## config.mk

```make
export PLATFORM = sky130hd
export DESIGN_NAME = wildcard_glob_matcher_flat
export DESIGN_NICKNAME = d
export VERILOG_FILES = /design/src/sv/wgm_pkg.sv /design/src/sv/wgm_in_if.sv /design/src/sv/wgm_out_if.sv /design/src/sv/wgm_cell.sv /design/src/sv/wildcard_glob_matcher.sv /design/src/flat_wrapper.sv
export SDC_FILE = /design/constraint.sdc
export NUM_CORES = 1
export LEC_CHECK = 0
export ABC_AREA = 1
export BUFFER_PORTS_ARGS = -buffer_cell sky130_fd_sc_hd__buf_4
export CAP_MARGIN = 20
export CORE_ASPECT_RATIO = 1.1
export CORE_MARGIN = 2
export CORE_UTILIZATION = 44
export CTS_CLUSTER_SIZE = 16
export DETAILED_ROUTE_END_ITERATION = 12
export GPL_ROUTABILITY_DRIVEN = 0
export PLACE_DENSITY = 0.59
export SYNTH_ARGS = -nofsm -noshare
export SYNTH_HDL_FRONTEND = slang
export SYNTH_SLANG_ARGS = --single-unit
```

## constraint.sdc

```tcl
create_clock -name clk -period 3.43 [get_ports clk]
set_clock_uncertainty 0.1 [all_clocks]
set_input_delay 0 -clock clk [delete_from_list [all_inputs] [get_ports clk]]
set_output_delay 0 -clock clk [all_outputs]
set_load 0.05 [all_outputs]
```

## src/sv/wgm_pkg.sv

```systemverilog
`timescale 1ns / 1ps
`default_nettype none
// ----------------------------------------------------------------------------
// wgm_pkg
// Shared constants and types for the glob wildcard matcher: pattern capacity,
// wildcard characters, item action codes and the structs that pass between
// the cells of the matching chain.
// ----------------------------------------------------------------------------
package wgm_pkg;

    // pattern capacity, one cell per stored position
    localparam int PATTERN_MAX = 64;
    localparam int CNT_W       = $clog2(PATTERN_MAX + 1);

    // wildcard characters
    localparam logic [7:0] CH_ANY_ONE = 8'h3F;   // '?'
    localparam logic [7:0] CH_ANY_RUN = 8'h2A;   // '*'

    // item action codes
    localparam logic ACT_PATTERN = 1'b0;
    localparam logic ACT_TEXT    = 1'b1;

    // broadcast to every cell
    typedef struct packed {
        logic       start;   // text item opens a new text
        logic       step;    // text item carries a character
        logic [7:0] ch;      // character of the item
    } cell_ctl_t;

    // handed from one cell to its right neighbour
    typedef struct packed {
        logic pass;          // star at an active position: next is active too
        logic fwd;           // position consumed the character
    } cell_link_t;

endpackage

`default_nettype wire

```

## src/sv/wgm_in_if.sv

```systemverilog
`timescale 1ns / 1ps
`default_nettype none
// ----------------------------------------------------------------------------
// wgm_in_if
// Input channel of the matcher: pattern and text items with valid/ready.
// ----------------------------------------------------------------------------
interface wgm_in_if;
    logic       valid;
    logic       ready;
    logic       action;
    logic [7:0] byte_value;
    logic       has_byte;
    logic       last;

    modport source (output valid, action, byte_value, has_byte, last, input ready);
    modport sink   (input valid, action, byte_value, has_byte, last, output ready);
endinterface

`default_nettype wire

```

## src/sv/wgm_out_if.sv

```systemverilog
`timescale 1ns / 1ps
`default_nettype none
// ----------------------------------------------------------------------------
// wgm_out_if
// Result channel of the matcher: one item per text, with valid/ready.
// ----------------------------------------------------------------------------
interface wgm_out_if;
    logic valid;
    logic ready;
    logic matched;
    logic pattern_overflow;

    modport source (output valid, matched, pattern_overflow, input ready);
    modport sink   (input valid, matched, pattern_overflow, output ready);
endinterface

`default_nettype wire

```

## src/sv/wgm_cell.sv

```systemverilog
`timescale 1ns / 1ps
`default_nettype none
// ----------------------------------------------------------------------------
// wgm_cell
// One pattern position of the matching chain. Holds the pattern byte and the
// position's active bit (before star closure). Takes the link of its left
// neighbour and hands its own link to the right each cycle.
// ----------------------------------------------------------------------------
module wgm_cell (
    input  wire logic               clk,
    input  wire logic               rst_n,
    input  wire wgm_pkg::cell_ctl_t ctl,
    input  wire logic               wr_en,      // store ctl.ch as pattern byte
    input  wire logic               in_use,     // position lies inside the pattern
    input  wire logic               is_first,   // position 0 of the pattern
    input  wire wgm_pkg::cell_link_t left,
    output wgm_pkg::cell_link_t     right,
    output logic                    closed      // active after star closure
);

    logic [7:0] pat_reg;
    logic       act_reg;
    logic       act_next;
    logic       act_eff;
    logic       is_star;
    logic       hit;
    logic       self_keep;

    // pattern byte
    always_ff @(posedge clk)
    begin
        if (wr_en)
        begin
            pat_reg <= ctl.ch;
        end
    end

    // a new text starts with only position 0 active
    assign act_eff = ctl.start ? is_first : act_reg;
    assign is_star = in_use && (pat_reg == wgm_pkg::CH_ANY_RUN);
    assign hit     = (pat_reg == wgm_pkg::CH_ANY_ONE) || (pat_reg == ctl.ch);

    // closure: a star on the left makes this position active too
    assign closed     = act_eff || left.pass;
    assign right.pass = act_eff && is_star;
    assign right.fwd  = closed && in_use && (is_star || hit);
    assign self_keep  = closed && is_star;

    // active bit update
    always_comb
    begin
        act_next = act_reg;
        if (ctl.step)
        begin
            act_next = left.fwd || self_keep;
        end
        else if (ctl.start)
        begin
            act_next = act_eff;
        end
    end

    always_ff @(posedge clk or negedge rst_n)
    begin
        if (!rst_n)
        begin
            act_reg <= 1'b0;
        end
        else
        begin
            act_reg <= act_next;
        end
    end

endmodule

`default_nettype wire

```

## src/sv/wildcard_glob_matcher.sv

```systemverilog
`timescale 1ns / 1ps
`default_nettype none
// ----------------------------------------------------------------------------
// wildcard_glob_matcher
// Glob matcher ('*' any run, '?' any one character) over a chain of cells.
// ----------------------------------------------------------------------------
// Use: load a pattern on in_ch as items with action = 0, closed by last; then
// stream text items with action = 1. The last text item gives one result on
// out_ch: matched, or pattern_overflow if the pattern went beyond 64 bytes.
// An item with has_byte = 0 carries no character and gives the empty pattern
// or the empty text. A pattern item abandons any open text.
// For each text character, every cell compares its pattern byte with the
// character at once and hands its active bit to the right.
// Consecutive stars are stored once, so closure never spans more than one
// neighbour. Throughput is one item per cycle, except that after the last
// text item the input is held off until the result has moved into the output
// register: that item first sets a pending flag, and the input stays stalled
// for as long as the receiver holds a previous result.
// Reset clears the pattern length, the active bits and both handshakes; the
// matcher then holds the empty pattern. Pattern bytes need no reset.
// ----------------------------------------------------------------------------
module wildcard_glob_matcher (
    input  wire logic clk,
    input  wire logic rst_n,
    wgm_in_if.sink    in_ch,
    wgm_out_if.source out_ch
);

    localparam int N = wgm_pkg::PATTERN_MAX;
    localparam int W = wgm_pkg::CNT_W;

    // control state
    logic [W-1:0] len_reg,  len_next;     // stored positions
    logic [W-1:0] raw_reg,  raw_next;     // bytes received, saturating
    logic         ovf_reg,  ovf_next;
    logic         load_reg, load_next;
    logic         star_reg, star_next;    // last stored byte is a star
    logic         text_reg, text_next;
    logic         pend_reg, pend_next;
    logic         tail_reg, tail_next;    // active bit of the end position
    logic         ov_reg,   ov_next;
    logic         om_reg,   om_next;
    logic         oo_reg,   oo_next;

    logic                accept;
    logic                pat_item;
    logic                txt_item;
    logic                new_pat;
    logic [W-1:0]        len_eff;
    logic [W-1:0]        raw_eff;
    logic                star_eff;
    logic                in_star;
    logic                store_byte;
    logic                load_wr;
    logic                out_free;
    logic                tail_eff;
    logic                tail_closed;
    logic                result;
    wgm_pkg::cell_ctl_t  ctl;
    wgm_pkg::cell_link_t link [0:N];
    logic [N:0]          closed;
    logic [N:0]          at_end;
    logic [N-1:0]        wr_en;
    logic [N-1:0]        in_use;

    assign accept   = in_ch.valid && in_ch.ready;
    assign pat_item = accept && (in_ch.action == wgm_pkg::ACT_PATTERN);
    assign txt_item = accept && (in_ch.action == wgm_pkg::ACT_TEXT);
    assign in_ch.ready = !pend_reg;

    // pattern loading: a fresh load restarts length, count and overflow
    assign new_pat    = pat_item && !load_reg;
    assign len_eff    = new_pat ? '0 : len_reg;
    assign raw_eff    = new_pat ? '0 : raw_reg;
    assign star_eff   = new_pat ? 1'b0 : star_reg;
    assign in_star    = (in_ch.byte_value == wgm_pkg::CH_ANY_RUN);
    assign store_byte = pat_item && in_ch.has_byte && (raw_eff < W'(N));
    assign load_wr    = store_byte && !(in_star && star_eff);

    // broadcast control
    assign ctl.start = txt_item && !text_reg;
    assign ctl.step  = txt_item && in_ch.has_byte;
    assign ctl.ch    = in_ch.byte_value;

    // per-position decode and the cell row
    assign link[0] = '0;
    for (genvar i = 0; i < N; i++)
    begin : g_cell
        assign in_use[i] = len_reg > W'(i);
        assign at_end[i] = len_reg == W'(i);
        assign wr_en[i]  = load_wr && (len_eff == W'(i));

        wgm_cell u_cell (
            .clk      (clk),
            .rst_n    (rst_n),
            .ctl      (ctl),
            .wr_en    (wr_en[i]),
            .in_use   (in_use[i]),
            .is_first (i == 0),
            .left     (link[i]),
            .right    (link[i+1]),
            .closed   (closed[i])
        );
    end

    // end position past the last cell
    assign at_end[N]   = len_reg == W'(N);
    assign tail_eff    = ctl.start ? 1'b0 : tail_reg;
    assign tail_closed = tail_eff || link[N].pass;
    assign closed[N]   = tail_closed;

    // active bit at the end of the pattern
    assign result   = |(closed & at_end);
    assign out_free = !ov_reg || out_ch.ready;

    // next state
    always_comb
    begin
        len_next  = len_reg;
        raw_next  = raw_reg;
        ovf_next  = ovf_reg;
        load_next = load_reg;
        star_next = star_reg;
        text_next = text_reg;
        pend_next = pend_reg;
        tail_next = tail_reg;

        if (pat_item)
        begin
            text_next = 1'b0;
            load_next = !in_ch.last;
            len_next  = len_eff;
            raw_next  = raw_eff;
            star_next = star_eff;
            ovf_next  = new_pat ? 1'b0 : ovf_reg;
            if (in_ch.has_byte)
            begin
                if (store_byte)
                begin
                    raw_next  = raw_eff + W'(1);
                    star_next = in_star;
                    if (load_wr)
                    begin
                        len_next = len_eff + W'(1);
                    end
                end
                else
                begin
                    ovf_next = 1'b1;
                end
            end
        end

        if (txt_item)
        begin
            load_next = 1'b0;
            text_next = !in_ch.last;
            pend_next = in_ch.last;
            if (ctl.step)
            begin
                tail_next = link[N].fwd;
            end
            else if (ctl.start)
            begin
                tail_next = tail_eff;
            end
        end

        if (pend_reg && out_free)
        begin
            pend_next = 1'b0;
        end
    end

    // result register
    always_comb
    begin
        ov_next = ov_reg;
        om_next = om_reg;
        oo_next = oo_reg;
        if (out_ch.ready)
        begin
            ov_next = 1'b0;
        end
        if (pend_reg && out_free)
        begin
            ov_next = 1'b1;
            om_next = result && !ovf_reg;
            oo_next = ovf_reg;
        end
    end

    always_ff @(posedge clk or negedge rst_n)
    begin
        if (!rst_n)
        begin
            len_reg  <= '0;
            raw_reg  <= '0;
            ovf_reg  <= 1'b0;
            load_reg <= 1'b0;
            star_reg <= 1'b0;
            text_reg <= 1'b0;
            pend_reg <= 1'b0;
            tail_reg <= 1'b0;
            ov_reg   <= 1'b0;
        end
        else
        begin
            len_reg  <= len_next;
            raw_reg  <= raw_next;
            ovf_reg  <= ovf_next;
            load_reg <= load_next;
            star_reg <= star_next;
            text_reg <= text_next;
            pend_reg <= pend_next;
            tail_reg <= tail_next;
            ov_reg   <= ov_next;
        end
    end

    always_ff @(posedge clk)
    begin
        om_reg <= om_next;
        oo_reg <= oo_next;
    end

    assign out_ch.valid            = ov_reg;
    assign out_ch.matched          = om_reg;
    assign out_ch.pattern_overflow = oo_reg;

endmodule

`default_nettype wire

```

## src/flat_wrapper.sv

```systemverilog
// flat-port wrapper written by rule: the top's interface ports become plain ports
module wildcard_glob_matcher_flat 
  (clk, rst_n, in_ch_valid, in_ch_action, in_ch_byte_value, in_ch_has_byte, in_ch_last, in_ch_ready, out_ch_valid, out_ch_matched, out_ch_pattern_overflow, out_ch_ready);
  wgm_in_if in_ch_i ();
  wgm_out_if out_ch_i ();
  input  wire logic clk;
  input  wire logic rst_n;
  input wire logic [$bits(in_ch_i.valid)-1:0] in_ch_valid;
  input wire logic [$bits(in_ch_i.action)-1:0] in_ch_action;
  input wire logic [$bits(in_ch_i.byte_value)-1:0] in_ch_byte_value;
  input wire logic [$bits(in_ch_i.has_byte)-1:0] in_ch_has_byte;
  input wire logic [$bits(in_ch_i.last)-1:0] in_ch_last;
  output wire logic [$bits(in_ch_i.ready)-1:0] in_ch_ready;
  output wire logic [$bits(out_ch_i.valid)-1:0] out_ch_valid;
  output wire logic [$bits(out_ch_i.matched)-1:0] out_ch_matched;
  output wire logic [$bits(out_ch_i.pattern_overflow)-1:0] out_ch_pattern_overflow;
  input wire logic [$bits(out_ch_i.ready)-1:0] out_ch_ready;
  assign in_ch_i.valid = in_ch_valid;
  assign in_ch_i.action = in_ch_action;
  assign in_ch_i.byte_value = in_ch_byte_value;
  assign in_ch_i.has_byte = in_ch_has_byte;
  assign in_ch_i.last = in_ch_last;
  assign in_ch_ready = in_ch_i.ready;
  assign out_ch_valid = out_ch_i.valid;
  assign out_ch_matched = out_ch_i.matched;
  assign out_ch_pattern_overflow = out_ch_i.pattern_overflow;
  assign out_ch_i.ready = out_ch_ready;
  wildcard_glob_matcher u_core (.clk(clk), .rst_n(rst_n), .in_ch(in_ch_i), .out_ch(out_ch_i));
endmodule
```

==> summary.txt <==
Setup path
  – Worst r2r src: u_core.len_reg[6]
  – R2R Setup Slk: 0.25 ns
  – Worst Setup Start Kind: register
  – Worst r2r dst: u_core.out_ch.matched
  – Crit-path max FO: 8
  – CP max stage delay: approximately 0.50 ns
  – Slowest CP cell: dfrtp_1
  – Setup Crit Path Kind: register to register
  – Crit path cell chain: nor2_2 > nand2_1 > inv_2 > o21ai_0 > nand3_1 > nand2_1 > nand2_1 > nand2_1 > nor2_1 > nand2_1 > nor2_1 > nand3_1 > nor2_1 > nor2_1
  – Critical path arrival: 3.46 ns
  – CP Capture Type: register
  – Cell repeated most along the worst path: nand2_1
  – Reg2reg path depth: 14
  – CP required: 3.71 ns
  – CP Launch Point: u_core.len_reg[6]

Layout
  – # nets final: roughly 3500
  – Layout cells sized above 1: 8.58%
  – Finished Core Util: 50.4%
  – Largest register FFs: 512
  – Layout Cells excl Fill: 4423
  – Synth-to-Final Area Change: 13.0%
  – Fillers: 6366

Detailed routing
  – Post-route ant nets: 0
  – DR WL/cell: 21.6 um
  – Vias: around 25000
  – Vias per cell: 5.59
  – Initial drt markers: 2463
  – Final WL: 95600 um
  – 1st-pass router iterations: 9
  – Drt drc: 0

Synth
  – EDFF count, synth: 514
  – Ys flop type: edfxtp_1
  – Netlist cell types: 49
  – Post-Synthesis Cells: 3317
  – Area contributors post-synth: edfxtp_1 (49%), xnor2_1 (8.7%), nand2_1 (8.2%)
  – #FFs+latches synth: 599
  – Seq/Total Area, Yosys: 55.7%
  – Top-count cell post-synth: nand2_1
  – Area leader, netlist: edfxtp_1
  – Top post-synthesis cells by count: nand2_1 (690), edfxtp_1 (514), nor2_1 (440)
  – Ys Warns: 0
  – Top cell type's share of synthesized area: 48.9%
  – Synth Area per Inst: about 9.5 um^2
  – Syn nets: approximately 3300
  – Asr flop ratio synth: 14.2%
  – Mapped Area: 31500 um^2

Global route
  – First-pass GRT wire length: around 140000 um
  – GRT overflow: 0
  – Vias in the first global route: 24369
  – GR peak layer: met2
  – Met2 Usage GRT: 41.8%
  – Met3 usage: 4.53%
  – Gr usage total: between 20% and 30%
  – Initial antenna violation count: 0
  – Pin count of the biggest net entering global routing: 85
  – GR Layer Usage met1: 33.0%

STA
  – Setup TNS: 0 ns
  – Slew HR: 33.3%
  – Unrepaired setup endpoints after global routing: no
  – Setup slack after layout: 0.254 ns
  – Final setup fails: 0
  – Tmin final: 3.18 ns
  – Final Hold Viols: 0
  – Max Slew Vio Count: 0
  – Fin crit share: between 90% and 100%
  – Actual slew at the worst max-slew pin: 0.999 ns
  – Achievable Freq: 0.315 GHz

Status
  – Outcome: finished, final reports clean

Placed design
  – Setup WS pre-CTS: 0.435 ns
  – Post-Place Cells: 4291
  – Final HPWL DP: 65700 um
  – Number of port buffers: 18

Worst hold path
  – Worst Hold Class: input port to register
  – Worst Hold End: u_core.out_ch.valid
  – Min-delay src: out_ch_ready
  – Hold Crit Depth: 5

Power
  – Sw power: 4.55 mW
  – Internal power: 12.5 mW
  – Clk pwr share: 37.6%
  – Sw frac: approximately a quarter
  – Leak: 13.5 nW
  – Sequential Power Share: about 49%
  – Comb pwr share: 13.8%
  – Pwr dens: 477 nW/um^2
  – VDD IR max: about 0.38 mV
  – Total chip power: 17.0 mW

Clocking
  – Worst-case clock buffer depth: 3
  – Number of buffers created by CTS: 61
  – H-tree depth reported by CTS: 2
  – Worst-skew pair later-pin latency: approximately 0.63 ns
  – # Post-CTS Setup Buffers: 0
  – Root buf cell: clkbuf_16
  – # resized after CTS: 0
  – # clock sinks: 599
  – Cts hold-fix bufs: 20
  – Worst-path clk slew: 0.07 ns
  – CTS tree: yes

Floorplanning
  – # rows: 102
  – Die area: about 74000 um^2
  – Die height: 285 um
  – Initial Utilization: 44.6%
  – Die W: roughly 260 um
  – I/O Pins: 19
  – Core region area: 70700 um^2

Flow run
  – Max_cap viols: 0
## power groups by stage
stage               sequential [mW]  clock [mW]  combinational (mW)
finish                         8.28        6.39                2.34
global route                   8.29        6.77                2.50
CTS                            8.27        6.50                2.28
global placement               8.42           0                2.21
detailed placement             8.42           0                2.25
floorplan                      8.43           0                1.37
## worst max-delay path by stage
| stage | endpoint | slack (ns) |
|---|---|---|
| after detailed placement | u_core.out_ch.matched | 0.43 |
| final | u_core.out_ch.matched | 0.25 |
| after global routing | u_core.out_ch.matched | 0.23 |
| after global placement | u_core.out_ch.matched | 0.46 |
| after CTS | u_core.out_ch.matched | 0.44 |
| after floorplan | u_core.g_cell[62].u_cell.pat_reg[0] | 0.70 |
## stage by stage
step                      instance area [um^2]  hold slack, ns
final                                    35600          0.0729
after global placement                   33500           0.113
after floorplan                          31500          -0.396
after detailed placement                 33500           0.120
after global routing                     35600           0.112
after CTS                                35600          0.0505
## final cells by class
| class | count | area (um^2) | area share [%] |
|---|---|---|---|
| Tap cell | 936 | 1170 | 3.29 |
| Clock buffer | 83 | 1660 | 4.66 |
| Inverter | 322 | 1210 | 3.41 |
| Sequential cell | 599 | 17600 | 49.3 |
| Timing Repair Buffer | 163 | 1460 | 4.10 |
| Multi-Input combinational cell | 2291 | 12300 | 34.6 |
| Antenna cell | 2 | 5.00 | 0.0140 |
| Clock inverter | 27 | 241 | 0.678 |
## metal layers
| layer | wire length [um] | vias to the layer above |
|---|---|---|
| li1 | - | 11435 |
| met1 | 39500 | 11973 |
| met2 | 44000 | 1028 |
| met3 | 7050 | 275 |
| met4 | 4990 | 0 |
| met5 | 0 | - |
## kinds of logic (layout without fill, tap and decap cells)
family,after synthesis,after routing,synth area share (%)
other,0,2,0
DFF,599,599,55.7
xor gates and xnor gates,407,407,11.3
adders and majority gates,5,5,0.198
and+or+nand+nor,1662,1662,23.2
AOI/OAI and AO/OA,217,217,4.38
buffers and inverters,427,595,5.28
## critical path: cells and delay by family, from the launching register on
| family | cells | cell delay (ns) |
|---|---|---|
| AOI/OAI and AO/OA | 1 | 0.24 |
| buffers and inverters | 1 | 0.31 |
| DFF | 1 | 0.50 |
| and+or+nand+nor | 12 | 1.79 |
## placed cells by master (no fill, tap or decap), types with 18 or more instances in the layout
master         instances
nand2_1              690
edfxtp_1             514
nor2_1               439
inv_1                312
xnor2_1              312
nand3_1              205
nand4_1              164
buf_4                123
xor2_1                95
dfrtp_1               85
nor3_1                65
clkbuf_16             62
o21ai_0               57
or2_2                 42
a21oi_1               40
a31oi_1               33
nor4_1                30
o211ai_1              23
dlygate4sd3_1         20
clkbuf_1              18
Power figures use the tool's default switching activity.
